### config.mk
export PLATFORM = sky130hd
export DESIGN_NAME = multi_slot_timer_bank
export DESIGN_NICKNAME = d
export VERILOG_FILES = /design/src/rtl/mstb_pkg.sv /design/src/rtl/multi_slot_timer_bank.sv /design/src/rtl/mstb_cell.sv
export SDC_FILE = /design/constraint.sdc
export NUM_CORES = 1
export LEC_CHECK = 0
export BUFFER_PORTS_ARGS = -buffer_cell sky130_fd_sc_hd__buf_2
export CORE_AREA = 2 2 207 209
export CTS_CLUSTER_SIZE = 8
export DETAILED_ROUTE_END_ITERATION = 6
export DIE_AREA = 0 0 209 211
export REMOVE_ABC_BUFFERS = 1
export SYNTH_ARGS = -nofsm -noshare
export SYNTH_HDL_FRONTEND = slang
export SYNTH_SLANG_ARGS = --single-unit
### constraint.sdc
create_clock -name clk -period 9.4 [get_ports clk]
set_input_delay 1.41 -clock clk [delete_from_list [all_inputs] [get_ports clk]]
set_output_delay 1.41 -clock clk [all_outputs]
set_load 0.05 [all_outputs]
### src/rtl/mstb_pkg.sv
// Shared types and codes for the timer slot bank.
// Holds the command and result word layouts and the cell-to-cell link.
// No dependencies.
package mstb_pkg;

	// Command opcodes.
	localparam logic [1:0] OP_TICK  = 2'd0;
	localparam logic [1:0] OP_ALLOC = 2'd1;
	localparam logic [1:0] OP_ARM   = 2'd2;

	// Result event codes.
	localparam logic [1:0] EV_ALLOCATED = 2'd0;
	localparam logic [1:0] EV_NO_FREE   = 2'd1;
	localparam logic [1:0] EV_EXPIRED   = 2'd2;

	// One command word.
	typedef struct packed {
		logic [1:0]  opcode;
		logic [2:0]  slot;
		logic [15:0] period;
		logic        periodic;
		logic        notify;
	} cmd_word_t;

	// One result word.
	typedef struct packed {
		logic [1:0] event_res;
		logic [2:0] slot_id;
		logic       last;
	} res_word_t;

	// What a cell hands on: the sweep token and its own hit flag.
	typedef struct packed {
		logic tok;
		logic hit;
	} cell_link_t;

endpackage

### src/rtl/multi_slot_timer_bank.sv
// Top level of the timer slot bank: a chain of slot cells plus the sweep control.
// Depends on mstb_pkg and mstb_cell.
//
// Usage: a command word on cmd is taken at a clock edge where start is high and
// busy is low. Arm takes effect at that edge and gives no result; busy stays low.
// Allocate and tick launch a token that walks the chain of slots, one slot per
// cycle, so busy is high while the token travels.
// Allocate: the first free slot claims the token; its result appears in the cycle
// right after that slot's visit, and if no slot is free the result follows the
// last slot's visit. Tick: expiry results come out in slot order, one pending in
// a holding register so the final one can carry last.
// Each result is on result for one cycle with result_stb high; the receiver
// cannot stall it. Reset clears every slot to free and stopped and drops busy.
// Slot numbers wider than slot_id are reported modulo eight.
module multi_slot_timer_bank #(
	parameter int NUM_SLOTS = 8
) (
	input  logic                clk,
	input  logic                arst_n,
	input  logic                start,
	output logic                busy,
	input  mstb_pkg::cmd_word_t cmd,
	output logic                result_stb,
	output mstb_pkg::res_word_t result
);
	import mstb_pkg::*;

	cell_link_t       links [NUM_SLOTS];
	logic [NUM_SLOTS-1:0] tok_chain;

	logic       busy_q;
	logic       launch_q;
	logic       tick_q;
	logic       pend_v_q;
	logic [2:0] pend_id_q;
	logic       stb_q;
	res_word_t  res_q;

	logic       accept;
	logic       arm_en;
	logic       hit_any;
	logic [2:0] hit_idx;
	logic       sweep_end;

	assign accept = start && !busy_q;
	assign arm_en = accept && (cmd.opcode == OP_ARM);

	// The chain of slot cells; each takes its token from the one before, the first from launch_q.
	for (genvar i = 0; i < NUM_SLOTS; i++) begin : g_cell
		if (i == 0) begin : g_head
			assign tok_chain[i] = launch_q;
		end else begin : g_link
			assign tok_chain[i] = links[i-1].tok;
		end
		mstb_cell #(.IDX(i)) u_cell (
			.clk      (clk),
			.arst_n   (arst_n),
			.tok_in   (tok_chain[i]),
			.tick_mode(tick_q),
			.arm_en   (arm_en),
			.cmd      (cmd),
			.link     (links[i])
		);
	end

	// Only the cell holding the token can hit, so an OR gives its number.
	always_comb begin
		hit_any = 1'b0;
		hit_idx = '0;
		for (int i = 0; i < NUM_SLOTS; i++) begin
			if (links[i].hit) begin
				hit_any = 1'b1;
				hit_idx = hit_idx | 3'(i);
			end
		end
		sweep_end = links[NUM_SLOTS-1].tok;
	end

	// Sweep control and the result register.
	always_ff @(posedge clk or negedge arst_n) begin
		if (!arst_n) begin
			busy_q    <= 1'b0;
			launch_q  <= 1'b0;
			tick_q    <= 1'b0;
			pend_v_q  <= 1'b0;
			pend_id_q <= '0;
			stb_q     <= 1'b0;
			res_q     <= '0;
		end else begin
			launch_q <= 1'b0;
			stb_q    <= 1'b0;
			if (accept && (cmd.opcode == OP_TICK || cmd.opcode == OP_ALLOC)) begin
				busy_q   <= 1'b1;
				launch_q <= 1'b1;
				tick_q   <= (cmd.opcode == OP_TICK);
				pend_v_q <= 1'b0;
			end else if (busy_q) begin
				if (hit_any) begin
					if (tick_q) begin
						// Release the held expiry; the new one waits.
						if (pend_v_q) begin
							stb_q <= 1'b1;
							res_q <= '{event_res: EV_EXPIRED, slot_id: pend_id_q, last: 1'b0};
						end
						pend_v_q  <= 1'b1;
						pend_id_q <= hit_idx;
					end else begin
						stb_q  <= 1'b1;
						res_q  <= '{event_res: EV_ALLOCATED, slot_id: hit_idx, last: 1'b1};
						busy_q <= 1'b0;
					end
				end else if (sweep_end) begin
					busy_q <= 1'b0;
					if (tick_q) begin
						if (pend_v_q) begin
							stb_q <= 1'b1;
							res_q <= '{event_res: EV_EXPIRED, slot_id: pend_id_q, last: 1'b1};
						end
					end else begin
						stb_q <= 1'b1;
						res_q <= '{event_res: EV_NO_FREE, slot_id: 3'd0, last: 1'b1};
					end
				end
			end
		end
	end

	assign busy       = busy_q;
	assign result_stb = stb_q;
	assign result     = res_q;

endmodule

### src/rtl/mstb_cell.sv
// One timer slot of the bank, a link in the sweep chain.
// Depends on mstb_pkg for the command word and the link struct.
module mstb_cell #(
	parameter int IDX = 0
) (
	input  logic               clk,
	input  logic               arst_n,
	input  logic               tok_in,
	input  logic               tick_mode,
	input  logic               arm_en,
	input  mstb_pkg::cmd_word_t cmd,
	output mstb_pkg::cell_link_t link
);
	import mstb_pkg::*;

	logic        in_use_q;
	logic        running_q;
	logic        reload_q;
	logic        notify_q;
	logic [15:0] remain_q;
	logic [15:0] period_q;
	logic        tok_q;

	logic        my_arm;
	logic        do_tick;
	logic        do_claim;
	logic [15:0] dec;
	logic        expire;

	// Decode what this slot does in the current cycle.
	always_comb begin
		my_arm   = arm_en && (32'(cmd.slot) == IDX);
		do_tick  = tok_in && tick_mode && in_use_q && running_q;
		do_claim = tok_in && !tick_mode && !in_use_q;
		dec      = (remain_q != 16'd0) ? (remain_q - 16'd1) : 16'd0;
		expire   = do_tick && (dec == 16'd0);
	end

	// Slot state and the token handed to the next cell.
	always_ff @(posedge clk or negedge arst_n) begin
		if (!arst_n) begin
			in_use_q  <= 1'b0;
			running_q <= 1'b0;
			reload_q  <= 1'b0;
			notify_q  <= 1'b0;
			remain_q  <= '0;
			period_q  <= '0;
			tok_q     <= 1'b0;
		end else begin
			tok_q <= tok_in && !do_claim;
			if (do_claim) begin
				in_use_q  <= 1'b1;
				running_q <= 1'b0;
				reload_q  <= 1'b0;
				notify_q  <= 1'b0;
				remain_q  <= '0;
				period_q  <= '0;
			end else if (my_arm && in_use_q) begin
				period_q  <= cmd.period;
				reload_q  <= cmd.periodic;
				notify_q  <= cmd.notify;
				remain_q  <= cmd.period;
				running_q <= 1'b1;
			end else if (do_tick) begin
				if (expire && reload_q) begin
					remain_q <= period_q;
				end else begin
					remain_q <= dec;
				end
				if (expire && !reload_q) begin
					running_q <= 1'b0;
				end
			end
		end
	end

	// A claim or a notifying expiry counts as a hit.
	assign link.tok = tok_q;
	assign link.hit = do_claim || (expire && notify_q);

endmodule

==> flow_summary.ini, run 1 <==
[status]
outcome = complete, no violations

[routing]
drt_wl_total_um = 56300
detail_route.wl_per_cell_um = 20.9
dr_total_vias = 16600
dr.pass1.iters = 5
drt-initial-drc-count = 1411
detail-route-antenna-nets = 0
vias_per_cell = 6.19
drc = 0

[synth]
synth.ff_latch_count = 310
synth_area_um2 = 18300
post-synth-top-area-cell = dfrtp_1
netlist-cell-type-count = 87
ys.flop_type = dfrtp_1
synth_edf_count = 0
synth.top_cells.by_area = dfrtp_1 (42%), a21oi_1 (8.3%), nand2_1 (7.8%)
synth-warning-count = 0
synthArstFlopShare = 1.00
post-synth-top-area-fraction = 0.424
syn-instance-count = 2223
ys_seq_area_frac = 0.424
postSynthAreaPerCell_um2 = 8.23

[cells_and_area]
seq_area_um2 = 7760
synthToLayoutAreaGrowth_pct = 8.07
final_net_count = 2183
layout.filler_cells = 4085
multiInputGateArea_um2 = 9670
drive_above_1_share = 0.0685
fin_util = 0.473
mostFrequentLayoutCells = nand2_1 (381), dfrtp_1 (310), a21oi_1 (302)
final_common_cell = nand2_1

[sta]
max_slew.worst_pin.slew_ps = 1260
tns_ps = 0
relative_max_transition_margin = 0.155
worst_clock_skew_ps = 15.9
final_hold_viol_count = 0
timing.final.crit_period_ps = 4350
period_share = 0.463
rsz0062_at_grt = false
setup_viol_count_final = 0
finalMaxSlewViolations = 0
timing.hold.ws_ps = 498
fmax_ghz = 0.230

[pwr]
total_power_divided_by_cell_area_nw_per_um2 = 145
finalPower_mw = 2.86
irDropWorstVdd_mv = 0.106
total_leakage_power_nw = 8.40

[grt]
grt_pass1_wl_um = 90600
grtUsageTotal = 0.258
grt_start_max_net_pins = 136
grt_antenna_before_repair = 3
grt_pass1_vias = 16000
grt_overflow_total = 0

[clocking]
cts-buffers-inserted = 45
cts.reportedPaths.clkPinSlew_ps = 50
worst_skew_pair_latency_ps = 570
tritoncts_clock_tree = yes
post_cts_buffers = 0
clk_root_buffer_cell = clkbuf_16
number_of_hold_repair_buffers_added_at_the_cts_stage = 0
htree_num_levels = 2
post_cts_resized = 0
max-clock-path-buffers = 3
clock_sinks = 310

[place]
dp_hpwl_um = 35400
place_congestion = 0.890
numPortBuffers = 33

[die]
floorplan.io_pins = 34
core-area_um2 = 41800
start_util = 0.438
die_h_um = 211
row_count = 75
chipWidth_um = 209
die-area_um2 = 44100

[job]
maxCapViolations = 0

[setup_path]
worst_path_class_setup = reg2reg
critical_path_data_required_time_ps = 9840
critical_path.max_fanout = 8
timing.critical_path.from_type = register
critical_path_data_arrival_time_ps = 4790
end_kind = register

[worst_hold_path]
hold_path.class = reg2reg
-- area by class of cell --
cell class	instances	share of cell area
clock buffer	50	0.0584
clock inverter	3	0.00241
inverter	33	0.00627
antenna	1	0.000127
timing repair buffer	52	0.0167
sequential	310	0.393
tap	539	0.0341
multi-input combinational	1699	0.489
-- cells in the mapped netlist (all sizes together), types with 26 or more instances --
| cell | n |
|---|---|
| o21ai | 170 |
| or3 | 36 |
| nand3 | 49 |
| xnor2 | 36 |
| nor3 | 63 |
| buf | 26 |
| nor4 | 42 |
| a21oi | 302 |
| nor2 | 137 |
| inv | 33 |
| nand2 | 382 |
| dfrtp | 310 |
| clkbuf | 155 |
| o211ai | 53 |
-- worst max-delay path: stages, from the launching register on --
cell and delay, ps:
dfrtp_1 450, inv_1 130, ha_1 310, or3b_1 420, nor3_2 290, a311oi_1 260
a31oi_1 220, o21ai_0 340, or3_1 600, or3_4 450, o311ai_4 370, mux2_2 390
-- flip-flops by register name, summed over array words and instances (netlist names), 3 cells and up --
register	count
pend_id_q	3
g_cell.u_cell.running_q	8
g_cell.u_cell.period_q	128
g_cell.u_cell.notify_q	8
g_cell.u_cell.reload_q	8
g_cell.u_cell.in_use_q	8
result	6
g_cell.u_cell.tok_q	8
g_cell.u_cell.remain_q	128
-- report_power, final --
group          total (mW)  switching [mW]  leakage, nW  internal, mW
Sequential           1.34               0         4.12          1.34
Clock                1.46           0.580        0.590         0.880
Combinational      0.0670          0.0605         3.69       0.00652
-- stage by stage --
step | setup WS (ps) | std cells | instance area, µm²
global route | 4850 | 2686 | 19800
floorplan | 5740 | 2042 | 17500
detailed placement | 4970 | 2633 | 18600
CTS | 5060 | 2686 | 19800
finish | 5050 | 2687 | 19800
global placement | 4970 | 2633 | 18600
-- layer usage --
metal,GRT usage,wire length (µm),vias to the layer above
li1,-,-,7857
met1,0.355,25500,8203
met2,0.410,25400,472
met3,0.0504,3480,103
met4,0.0869,1850,4
met5,0,31,-
-- cell families (layout without fill, tap and decap cells) --
logic type	count (synthesis)	after routing	share of synthesized area
AO/OA/AOI/OAI	714	714	0.240
XOR/XNOR	58	58	0.0278
adder cells (fa/ha/maj)	16	16	0.0109
buffers and inverters	214	138	0.0471
flip-flops	310	310	0.424
multiplexers	10	10	0.00582
other	0	1	0
AND/OR/NAND/NOR	901	901	0.244
-- final timing paths --
check | to | start | slack (ps) | cells past startpoint
hold reg to reg | result[4] | result[4] | 500 | 1
min in group asynchronous | g_cell[4].u_cell.period_q[11] | arst_n | 860 | 1
setup / recovery | result[2] | g_cell[5].u_cell.remain_q[0] | 5050 | 11
setup reg to reg | result[2] | g_cell[5].u_cell.remain_q[0] | 5050 | 11
max in group asynchronous | g_cell[6].u_cell.period_q[5] | arst_n | 7050 | 2
hold / removal | result[4] | result[4] | 500 | 1
No activity file was read; power rests on OpenSTA's default activity.
==> run 2: changes to the inputs <==
- ABC_AREA: not set -> 1
- CORE_AREA: 2 2 207 209 -> 2 2 210 212
- DIE_AREA: 0 0 209 211 -> 0 0 212 214
- clock period: 9.4 -> 4.5 ns (I/O delays scaled with it)
==> flow_summary.ini, run 2 <==
[cells_and_area]
layout.filler_cells = 4367
layout_top_registers = g_cell.u_cell.period_q (128), g_cell.u_cell.remain_q (128)
finalInstanceArea_um2 = 20600
drive_above_1_share = 0.0755
mostFrequentLayoutCells = nand2_1 (770), nor2_1 (344), dfrtp_1 (310)
final_common_cell = nand2_1
synthToLayoutAreaGrowth_pct = 10.0
multiInputGateArea_um2 = 9320
seq_area_um2 = 7760
final_net_count = 2740
fin_util = 0.479

[synth]
post-synth-top-area-cell = dfrtp_1
synth-warning-count = 0
yosysMostFrequentCell = nand2_1
synthArstFlopShare = 1.00
ys_seq_area_frac = 0.415
post-synth-top-area-fraction = 0.415
syn-instance-count = 2682
synth.top_cells.by_area = dfrtp_1 (42%), nand2_1 (15%), nor2_1 (6.9%)
netlist_top_cells_count = nand2_1 (770), nor2_1 (345), dfrtp_1 (310), inv_1 (300), nand3_1 (218)
synth.ff_latch_count = 310
synth_edf_count = 0
postSynthAreaPerCell_um2 = 6.97
synth_area_um2 = 18700
netlist-cell-type-count = 51
ys.flop_type = dfrtp_1

[clocking]
htree_num_levels = 2
number_of_hold_repair_buffers_added_at_the_cts_stage = 0
post_cts_resized = 0
clock_sinks = 310
clk_root_buffer_cell = clkbuf_16
worst_skew_pair_latency_ps = 560
cts.reportedPaths.clkPinSlew_ps = 50
post_cts_buffers = 0
tritoncts_clock_tree = yes
max-clock-path-buffers = 3
cts-buffers-inserted = 45

[sta]
setup_viol_count_final = 0
max_slew.worst_pin.slew_ps = 1120
final_hold_viol_count = 0
fmax_ghz = 0.309
rsz0062_at_grt = false
worst_clock_skew_ps = 25.0
period_share = 0.718
tns_ps = 0
relative_max_transition_margin = 0.244
fin_ws_ps = 1270
timing.final.crit_period_ps = 3230
finalMaxSlewViolations = 0

[routing]
dr.pass1.iters = 5
detail_route.wl_per_cell_um = 17.2
dr_total_vias = 17900
drc = 0
vias_per_cell = 5.44
drt_wl_total_um = 56500
detail-route-antenna-nets = 0
drt-initial-drc-count = 1657

[pwr]
total_leakage_power_nw = 10.1
clkPwrFrac = 0.238
sw_frac_of_total = 0.417
irDropWorstVdd_mv = 0.299
finalPower_mw = 12.5
power_frac_comb = 0.375
netSwitchingPower_mw = 5.21
total_power_divided_by_cell_area_nw_per_um2 = 608
power_report.internal_total_mw = 7.28
pwr-share-seq = 0.386

[setup_path]
critical_path_data_required_time_ps = 4970
worst_path_class_setup = reg2reg
critical_path.max_fanout = 21
worstPathCellList = inv_1 -> ha_1 -> nand2_1 -> nor2_4 -> nand3_1 -> nand3_1 -> nand2_1 -> nor2_1 -> nand4_1 -> o21ai_0 -> nand2_1 -> a31oi_1
crit_path_frequent_cell = nand2_1
timing.critical_path.from_type = register
cp_slowest_cell = nand4_1
critical_path_data_arrival_time_ps = 3700
end_kind = register
largest_stage_delay_worst_path_ps = 790

[grt]
grt_start_max_net_pins = 107
grtUsageTotal = 0.253
grt_pass1_wl_um = 91500
grt_antenna_before_repair = 4
grt_pass1_vias = 16900
grt_overflow_total = 0

[die]
die-area_um2 = 45400
chipWidth_um = 212
floorplan.io_pins = 34
die_h_um = 214
start_util = 0.436
row_count = 76
core-area_um2 = 42900

[worst_hold_path]
hold_path.class = in2async

[place]
placedInstanceArea_um2 = 19400
dpl_worst_slack_ps = 1170
numPortBuffers = 33
place_congestion = 0.926
dp_hpwl_um = 39300

[status]
outcome = complete, no violations

[job]
maxCapViolations = 0
run 2: cell types whose count changed after synthesis, moves of 103 or more:
cell,change
a21oi_1,-202
nand2_1,+389
nand3_1,+169
clkbuf_1,-103
nor2_1,+209
inv_1,+267
run 2: cell type report:
| type | count | share of cell area |
|---|---|---|
| Timing Repair Buffer | 62 | 0.0197 |
| Tap cell | 585 | 0.0356 |
| Multi-Input combinational cell | 1968 | 0.453 |
| Clock inverter | 3 | 0.00122 |
| Inverter | 311 | 0.0568 |
| Clock buffer | 49 | 0.0560 |
| Antenna cell | 1 | 0.000122 |
| Sequential cell | 310 | 0.377 |
run 2: critical path: cells and delay by family, from the launching register on:
kind | cells | cell delay, ps
AOI/OAI and AO/OA | 2 | 620
adders and majority gates | 1 | 230
buffers and inverters | 1 | 160
and+or+nand+nor | 8 | 1750
DFF | 1 | 390
run 2: cells by family (layout without fill, tap and decap cells):
| kind of cell | after synthesis | after routing | synth area share |
|---|---|---|---|
| AND/OR/NAND/NOR | 1465 | 1465 | 0.338 |
| AO/OA/AOI/OAI | 478 | 478 | 0.145 |
| buffers and inverters | 404 | 425 | 0.0869 |
| flip-flops | 310 | 310 | 0.415 |
| adder cells (fa/ha/maj) | 16 | 16 | 0.0107 |
| XOR/XNOR | 9 | 9 | 0.00422 |
| other | 0 | 1 | 0 |
run 2: path summary, 6_finish.rpt:
| check | end | depth (start not counted) | start | slack [ps] |
|---|---|---|---|---|
| max | g_cell[6].u_cell.remain_q[10] | 12 | g_cell[6].u_cell.remain_q[0] | 1270 |
| max in group asynchronous | result[5] | 2 | arst_n | 3280 |
| max reg2reg | g_cell[6].u_cell.remain_q[10] | 12 | g_cell[6].u_cell.remain_q[0] | 1270 |
| min reg2reg | g_cell[5].u_cell.period_q[2] | 2 | g_cell[5].u_cell.period_q[2] | 460 |
| min | g_cell[4].u_cell.remain_q[14] | 1 | arst_n | 50 |
| min in group clk | launch_q | 2 | cmd[22] | 430 |
run 2: power groups by stage:
stage          registers (mW)  logic, mW  clock network [mW]
5_1_grt                  4.97       5.41                3.16
6_report                 4.83       4.69                2.98
2_1_floorplan            4.63       3.49                   0
3_3_place_gp             4.82       4.56                   0
4_1_cts                  4.81       4.67                3.06
3_5_place_dp             4.84       4.65                   0
run 2: layer usage:
metal / vias up / share of wire / track usage / routed length, µm
li1: 8752 / - / - / -
met2: 501 / 0.45 / 0.395 / 25200
met5: - / 0.00019 / 0 / 11
met1: 8546 / 0.47 / 0.366 / 26600
met3: 78 / 0.061 / 0.0394 / 3460
met4: 2 / 0.022 / 0.0636 / 1240
run 2: per-stage QoR:
step	instances	hold WS (ps)
floorplan	2589	379
global placement	3236	449
detailed placement	3236	454
CTS	3288	56.9
global route	3288	83.6
finish	3289	49.1
==> run 3: changes to the inputs <==
- clock period: 4.5 -> 3.05 ns (I/O delays scaled with it)
==> flow_summary.ini, run 3 (synthesis results as in run 2) <==
[setup_path]
critical_path_data_required_time_ps = 3560
crit_path_frequent_cell = nand2_1
worstPathCellList = inv_1 -> ha_1 -> nand3_1 -> nor2_1 -> nand2_2 -> nand2_1 -> nand2_1 -> nor2_1 -> nand2_1 -> nor2_2 -> and2_4 -> nand3_4 -> inv_1 -> nand2_1 -> a21oi_1 -> o22a_1
r2r_slack_ps = 350
critical_path.max_fanout = 16
worst_path_class_setup = reg2reg
critPathTopFamily = simple AND/OR/NAND/NOR gates
largest_stage_delay_worst_path_ps = 390
timing.critical_path.from_type = register
critical_path_data_arrival_time_ps = 3210
cp_slowest_cell = dfrtp_1
end_kind = register
cp_num_buf_inv = 2

[sta]
setup_viol_count_final = 0
rsz0062_at_grt = false
finalMaxSlewViolations = 0
relative_max_transition_margin = 0.507
final_hold_viol_count = 0
tns_ps = 0
period_share = 0.885
timing.hold.ws_ps = 216
fmax_ghz = 0.370
timing.final.crit_period_ps = 2700
max_slew.worst_pin.slew_ps = 739
worst_clock_skew_ps = 18.1

[grt]
grt_pass1_wl_um = 92000
grt_pass1_vias = 17200
grt_antenna_before_repair = 3
grtUsageTotal = 0.256
grt_start_max_net_pins = 70
grt_overflow_total = 0

[cells_and_area]
final_net_count = 2754
synthToLayoutAreaGrowth_pct = 11.1
final_common_cell = nand2_1
mostFrequentLayoutCells = nand2_1 (769), nor2_1 (344), dfrtp_1 (310)
finalInstanceArea_um2 = 20800
drive_above_1_share = 0.0810
layout_top_registers = g_cell.u_cell.period_q (128), g_cell.u_cell.remain_q (128)

[die]
die-area_um2 = 45400
row_count = 76
core-area_um2 = 42900
chipWidth_um = 212
start_util = 0.436
die_h_um = 214
floorplan.io_pins = 34

[clocking]
htree_num_levels = 2
cts-buffers-inserted = 45
worst_skew_pair_latency_ps = 580
clock_sinks = 310
tritoncts_clock_tree = yes
clk_root_buffer_cell = clkbuf_16
cts.reportedPaths.clkPinSlew_ps = 50
post_cts_buffers = 0
max-clock-path-buffers = 3

[place]
dp_hpwl_um = 39700
numPortBuffers = 33
placedInstanceArea_um2 = 19500
place_congestion = 0.922

[pwr]
total_power_divided_by_cell_area_nw_per_um2 = 895
total_leakage_power_nw = 10.2
irDropWorstVdd_mv = 0.419
finalPower_mw = 18.6

[routing]
detail_route.wl_per_cell_um = 17.4
detail-route-antenna-nets = 0
drt-initial-drc-count = 1385
drc = 0
drt_wl_total_um = 57400
dr_total_vias = 17800
vias_per_cell = 5.38
dr.pass1.iters = 5

[worst_hold_path]
hold_path.class = in2reg

[job]
maxCapViolations = 0

[status]
outcome = complete, no violations
==> run 3: area by class of cell <==
cell class | count | area (µm²)
inverter | 311 | 1170
fill | 4330 | 22100
timing repair buffer | 76 | 551
tap | 585 | 732
clock inverter | 2 | 17.5
sequential | 310 | 7760
multi-input combinational | 1968 | 9320
clock buffer | 50 | 1200
antenna | 2 | 5.00
==> run 3: power by group <==
part | internal, mW | switching, mW
logic | 2.53 | 4.45
registers | 5.64 | 1.43
clock network | 2.72 | 1.80
==> run 3: worst paths after layout <==
check | to | startpoint | depth (start not counted)
hold reg to reg | g_cell[5].u_cell.period_q[9] | g_cell[5].u_cell.period_q[9] | 2
setup reg to reg | g_cell[0].u_cell.remain_q[9] | g_cell[0].u_cell.remain_q[0] | 16
min in group asynchronous | g_cell[4].u_cell.remain_q[13] | arst_n | 2
setup / recovery | g_cell[0].u_cell.remain_q[9] | g_cell[0].u_cell.remain_q[0] | 16
max in group asynchronous | g_cell[0].u_cell.running_q | arst_n | 3
hold / removal | launch_q | cmd[22] | 2
==> run 3: layer usage <==
metal | track usage | vias to the layer above | share of wire
met5 | 0 | - | 0.00021
met4 | 0.108 | 2 | 0.038
met3 | 0.0403 | 120 | 0.057
met2 | 0.402 | 475 | 0.45
met1 | 0.351 | 8411 | 0.46
li1 | - | 8779 | -
==> run 3: timing repair <==
action / in CTS / in global routing
hold endpoints to repair: 63 / 0
setup endpoints to repair: 0 / 9
resized for setup: 0 / 2
hold buffers: 1 / 0
==> run 3: per-stage QoR <==
| stage | worst slack, ps | instances | util |
|---|---|---|---|
| 2_1_floorplan | -941 | 2589 | - |
| 3_3_place_gp | 336 | 3249 | 0.455 |
| 3_5_place_dp | 316 | 3249 | 0.455 |
| 4_1_cts | 282 | 3302 | 0.484 |
| 5_1_grt | 19.9 | 3303 | 0.484 |
| 6_report | 350 | 3304 | 0.484 |
==> run 3: worst reg2reg max path: stages (launching register included) <==
cell and delay, ps:
dfrtp_1 390, inv_1 160, ha_1 200, nand3_1 80
nor2_1 170, nand2_2 220, nand2_1 150, nand2_1 60
nor2_1 100, nand2_1 70, nor2_2 130, and2_4 180
nand3_4 180, inv_1 180, nand2_1 70, a21oi_1 160
o22a_1 140
